File: config.mk
export PLATFORM = sky130hd
export DESIGN_NAME = mecn_ctrl
export DESIGN_NICKNAME = d
export VERILOG_FILES = /design/src/rtl/mecn_pkg.sv /design/src/rtl/mecn_ctrl.sv
export SDC_FILE = /design/constraint.sdc
export NUM_CORES = 1
export LEC_CHECK = 0
export BUFFER_PORTS_ARGS = -buffer_cell sky130_fd_sc_hd__buf_2
export CAP_MARGIN = 20
export CORE_AREA = 2 2 39 41
export DETAILED_ROUTE_END_ITERATION = 8
export DIE_AREA = 0 0 41 43
export PLACE_DENSITY = 0.68
export SLEW_MARGIN = 20
export SYNTH_ARGS = -nofsm -noshare
export SYNTH_HDL_FRONTEND = slang
export SYNTH_SLANG_ARGS = --single-unit
File: constraint.sdc
create_clock -name clk -period 1.2 [get_ports clk]
set_clock_uncertainty 0.1 [all_clocks]
set_input_delay 0.24 -clock clk [delete_from_list [all_inputs] [get_ports clk]]
set_output_delay 0.24 -clock clk [all_outputs]
set_load 0.005 [all_outputs]
File: src/rtl/mecn_pkg.sv
// shared types and constants for the min-eigenvalue corner detector with nms
package mecn_pkg;

  localparam int DEF_MAX_WIDTH  = 2048;
  localparam int DEF_MAX_HEIGHT = 2048;

  localparam int IN_DATA_W  = 96;
  localparam int OUT_DATA_W = 56;
  localparam int CFG_DATA_W = 33;
  localparam int CFG_ADDR_W = 2;

  localparam int SCORE_W    = 34;
  localparam int ROOT_W     = 34;
  localparam int ROOT_STEPS = 34;
  localparam int STEP_CNT_W = 6;

  localparam logic [CFG_ADDR_W-1:0] REG_IMAGE_WIDTH  = 2'd0;
  localparam logic [CFG_ADDR_W-1:0] REG_IMAGE_HEIGHT = 2'd1;
  localparam logic [CFG_ADDR_W-1:0] REG_THRESHOLD    = 2'd2;
  localparam logic [CFG_ADDR_W-1:0] REG_MARGIN       = 2'd3;

  typedef enum logic [2:0] {
    ST_IDLE,
    ST_SQ_D,
    ST_SQ_C,
    ST_SUM,
    ST_ROOT,
    ST_SCORE,
    ST_FIN
  } mecn_state_t;

  typedef struct packed {
    logic load;
    logic mul_d;
    logic mul_c;
    logic sum;
    logic root_step;
    logic score;
    logic fin;
  } mecn_cmd_t;

  typedef struct packed {
    logic out_free;
  } mecn_status_t;

endpackage

File: src/rtl/mecn_ctrl.sv
// controller state machine sequencing one pixel through the datapath
module mecn_ctrl (
  input  logic                  clk,
  input  logic                  rst_n,
  input  logic                  in_tvalid,
  output logic                  in_tready,
  input  mecn_pkg::mecn_status_t status,
  output mecn_pkg::mecn_cmd_t   cmd
);
  import mecn_pkg::*;

  mecn_state_t state_r, state_nxt;
  logic [STEP_CNT_W-1:0] step_r, step_nxt;

  always_ff @(posedge clk) begin
    if (!rst_n) begin
      state_r <= ST_IDLE;
      step_r  <= '0;
    end else begin
      state_r <= state_nxt;
      step_r  <= step_nxt;
    end
  end

  always_comb begin
    state_nxt = state_r;
    step_nxt  = step_r;
    unique case (state_r)
      ST_IDLE:  if (in_tvalid) state_nxt = ST_SQ_D;
      ST_SQ_D:  state_nxt = ST_SQ_C;
      ST_SQ_C:  state_nxt = ST_SUM;
      ST_SUM: begin
        state_nxt = ST_ROOT;
        step_nxt  = '0;
      end
      ST_ROOT: begin
        step_nxt = step_r + 1'b1;
        if (step_r == STEP_CNT_W'(ROOT_STEPS - 1)) state_nxt = ST_SCORE;
      end
      ST_SCORE: state_nxt = ST_FIN;
      ST_FIN:   if (status.out_free) state_nxt = ST_IDLE;
      default:  state_nxt = ST_IDLE;
    endcase
  end

  always_comb begin
    cmd       = '0;
    in_tready = 1'b0;
    unique case (state_r)
      ST_IDLE: begin
        in_tready = 1'b1;
        cmd.load  = in_tvalid;
      end
      ST_SQ_D:  cmd.mul_d     = 1'b1;
      ST_SQ_C:  cmd.mul_c     = 1'b1;
      ST_SUM:   cmd.sum       = 1'b1;
      ST_ROOT:  cmd.root_step = 1'b1;
      ST_SCORE: cmd.score     = 1'b1;
      ST_FIN:   cmd.fin       = status.out_free;
      default: ;
    endcase
  end

endmodule

Word level (Yosys, flattened, before mapping):

Cells that the tools add are included.

* logic and storage cells: 29
* output and inout bits: 8
* flip-flop bits (word level): 9
* input port bits: 4

* reductions and logical operators: 3
* $add $sub $neg: 1
* mux-type cells: 13
* equality and inequality tests: 10

Operators by type and width (count)
* one-hot mux 3 bit (7 select lines): 1
* one-hot mux 6 bit (2 select lines): 1
* equality test 3 bit, second input constant: 3
* 2-to-1 mux 3 bit: 3
* 2-to-1 mux 1 bit: 8
* adder 6 x 1 -> 6 bit, second input constant: 1
* equality test 3 x 2 -> 1 bit, second input constant: 2
* equality test 6 bit, second input constant: 1
* inequality test 2 bit, second input constant: 3
* equality test 3 x 1 -> 1 bit, second input constant: 1
* zero test 3 bit: 1
* AND reduction 3 bit: 1
* nonzero test 2 bit: 1

Logic depth before layout (Yosys ltp):

* depth in word-level cells: 3
* mapped depth: 4
* mapped depth without buffers: 4

Least setup slack after synthesis:

Ideal clock, no wire load.

* path kind: register -> register
* start point: register step_r[2]
* end point: register state_r[0]
* required time: 997 ps
* clock period less this slack: 1252 ps
* arrival: 1048 ps
* library setup time: 103 ps
* path buffers: 0
* cell stages (with the launch flop): 4
* path slack: -52 ps
* cells stage by stage: dfxtp_1 nor4b_1 nand3b_1 a2111oi_2

* cells in the longest elaborated chain, start to end: 3

RTL lines
* start: declaration: line mecn_ctrl.sv:13 `logic [STEP_CNT_W-1:0] step_r, step_nxt;`
* start signal: assignment: line mecn_ctrl.sv:21 `step_r <= step_nxt;`
* equality test 6 bit: line mecn_ctrl.sv:38 `if (step_r == STEP_CNT_W'(ROOT_STEPS - 1)) state_nxt = ST_SCORE;`
* inequality test 2 bit (no source line)
* AND reduction 3 bit (no source line)
* end signal: assignment: line mecn_ctrl.sv:20 `state_r <= state_nxt;`
* end: declaration: line mecn_ctrl.sv:12 `mecn_state_t state_r, state_nxt;`

Every way passes these cells.
A chain may end at the register's enable or synchronous reset.

==> run summary <==
The netlist area before placement was 547 µm²; the share of total power in combinational logic was 0.200. The run finished, with violations left. The part of the total power dissipated in the clock network was 0.331. The worst supply voltage drop on vdd came out at 0.000517 V. For the initial cell density of the core, the log shows 0.395.

The final critical-path share of the clock period works out to 1.18. The first-pass GRT wire length is 2070 µm, and the number of buffers added by the clock tree synthesis step is 3. The total wirelength of the detailed-routed design was 1350 µm; the placer congestion estimate was 0.729. The first TritonRoute pass finished after 6 iterations. For the detailed-route DRC error count, the log shows 0.

The run gives 0.000201 W as the switching power. The placed instances occupy a cell area of 683 µm². In this run the worst hold path is classified as input pin to flip-flop. The global router's overall resource usage was 0.174. The number of routed nets with antenna violations was 0; the mean instance size in the synthesized netlist was 9.11 µm². Hold repair after CTS inserted 0 buffers. The worst max-slew margin expressed relative to the limit came out at 0.756. Setup repair after global routing could not meet its margin everywhere. Counting distinct cell types in the post-synthesis netlist gives 25.

For this block, the via count after detailed routing is 540. CTS placed an instance of clkbuf_4 at the clock tree root. The nature of the critical path endpoint is an output port. The clock sink count is 9, and the CTS H-tree depth is 1. Type of element launching the critical path: a flip-flop.

The ratio of cells with drive above 1 in the final layout is 0.511, and the time the final worst path needs with I/O delays and setup is 1.42 ns. For this design the ratio of total power to cell area is 870 nW/µm². From synthesis to final layout, the design area changed by 49.9%. The average wire length per cell after detail routing was 12.9 µm. The internal power of the cells totals 0.000513 W. After synthesis the netlist holds a flip-flop and latch count of 9. Number of buffers added on ports: 11. The maximum clock rate is 703 MHz, and the count of max-cap constraint violations is 0. Once detailed placement completed, the half-perimeter wirelength came to 959 µm.

TritonCTS built the clock tree. The clock-pin slew of the registers on the worst-case setup and hold paths works out to 0.06 ns. The leakage power is 0.391 nW. The die covers 1760 µm².

The share of the yosys chip area belonging to registers came out at 0.330. The repair_antennas step left the layout with diodes totalling 0. The category of the critical setup timing path is flip-flop to output port. Using the TritonRoute via totals, the vias-per-cell ratio works out to 5.19. The switching share of power was 0.281; the number of rows in the core area was 14. The clock passes through at most 2 buffers. Counting every instance in the synthesized netlist gives 60. The checks that failed: negative setup slack.

The die is 43 µm tall. The floorplan step set the die width to 41 µm. The clock latency reported for the late side of the worst-skew pair is 0.26 ns, and the maximum fanout along the worst path is 6. For the net count of the finished layout, the log shows 95. The run gives 0 as the max-slew violation total from the final report. The tools report the number of endpoints failing setup at the final stage as 13. The number of nets in the synthesized netlist is 66.

The final worst setup slack was -0.222 ns. For the worst setup path, the data arrival time is 1.08 ns. The global route total overflow is 0.

The count of final hold-check violations was 0. The data required time of the critical path is 0.86 ns. The logs give 0.469 for the share of total power in sequential cells and 0 for the initial antenna violation count.

For the pin with the worst max-slew slack, the measured transition is 0.363 ns. The Yosys step of the flow raised 0 warnings. The final instance area is 820 µm², and the maximum number of pins on one net before global-route repair is 10. Most common library cell in the layout ignoring fill and taps: buf_4. The tools report the via count of the first global-routing pass as 499. The library cells used most frequently in the layout, excluding fill and tap cells, are buf_4, buf_2, nand2b_1, dfxtp_1. Number of DRC markers after the initial detailed-route iteration: 12.

Across all hold checks on the routed design, the worst slack comes to 0.225 ns. During I/O placement, the number of pins put on the boundary was 12. The core region is 1380 µm².
==> registers in the layout, summed over array words and instances (netlist names) <==
name and cells:
state_r 3, step_r 6
==> critical path, cell delays in order, from the launching register on <==
cell and delay, ns:
dfxtp_4 0.37, nor3_4 0.20, and2_1 0.14, buf_2 0.10
==> cell usage after synthesis, drive strengths merged <==
cell | instances | area [µm²]
dfxtp | 9 | 180
nand2b | 8 | 50.1
nand3b | 4 | 30.0
a21oi | 3 | 15.0
buf | 3 | 30.0
inv | 3 | 11.3
mux2i | 3 | 30.0
nand2 | 3 | 11.3
nand3 | 3 | 15.0
nand4 | 3 | 18.8
ha | 2 | 25.0
nor2 | 2 | 7.51
nor3 | 2 | 10.0
nor3b | 2 | 26.3
o21ai | 2 | 10.0
a2111oi | 1 | 15.0
a311oi | 1 | 8.76
and2 | 1 | 6.26
and3 | 1 | 6.26
and3b | 1 | 10.0
clkbuf | 1 | 13.8
nor4b | 1 | 8.76
o31ai | 1 | 7.51
==> what timing repair did <==
action | 4_1_cts | 5_1_grt
resized for setup | 8 | 11
endpoints found under the setup margin | 15 | 15
buffers inserted | 2 | 2
pin swaps | 3 | 4
==> metrics by stage <==
step	std cells	utilization	worst slack, ns	power, W	TNS (ns)
floorplan	60	-	-0.0360	0.000406	-0.142
global route	104	0.592	-0.255	0.000755	-2.25
global placement	96	0.494	-0.0960	0.000440	-0.321
detailed placement	96	0.494	-0.123	0.000444	-0.510
CTS	102	0.544	-0.214	0.000690	-1.60
finish	104	0.592	-0.222	0.000713	-1.46
==> routing by layer <==
| layer | global-route usage | wire length, µm |
|---|---|---|
| met4 | 0.0667 | 43 |
| met1 | 0.195 | 527 |
| met5 | 0 | 0 |
| met2 | 0.291 | 703 |
| met3 | 0.0524 | 71 |
==> final cells by class <==
cell class | count | area, µm²
clock inverter | 1 | 5.00
multi-input combinational | 44 | 369
inverter | 3 | 11.3
timing repair buffer | 28 | 200
tap | 16 | 20.0
clock buffer | 3 | 22.5
fill | 134 | 564
sequential | 9 | 191
==> power groups by stage <==
stage	clock network, W	logic [W]	registers [W]
finish	0.000236	0.000143	0.000335
global route	0.000263	0.000156	0.000336
CTS	0.000241	0.000119	0.000329
detailed placement	0	0.000110	0.000335
global placement	0	0.000106	0.000335
floorplan	0	0.0000865	0.000319
==> worst paths after layout <==
path / startpoint / to / slack, ns / depth (start not counted)
setup / recovery: state_r[2] / cmd[6] / -0.22 / 3
hold / removal: status / state_r[2] / 0.23 / 4
setup reg to reg: state_r[2] / step_r[2] / -0.12 / 4
hold reg to reg: step_r[1] / step_r[1] / 0.46 / 2
==> cell families (layout without fill, tap and decap cells) <==
logic type	count (synthesis)	in the layout	synth area share
AOI/OAI and AO/OA	8	8	0.103
DFF	9	9	0.330
muxes	3	3	0.0549
buffers and inverters	7	35	0.101
adders and majority gates	2	2	0.0458
and+or+nand+nor	31	31	0.366
Power figures use the tool's default switching activity.
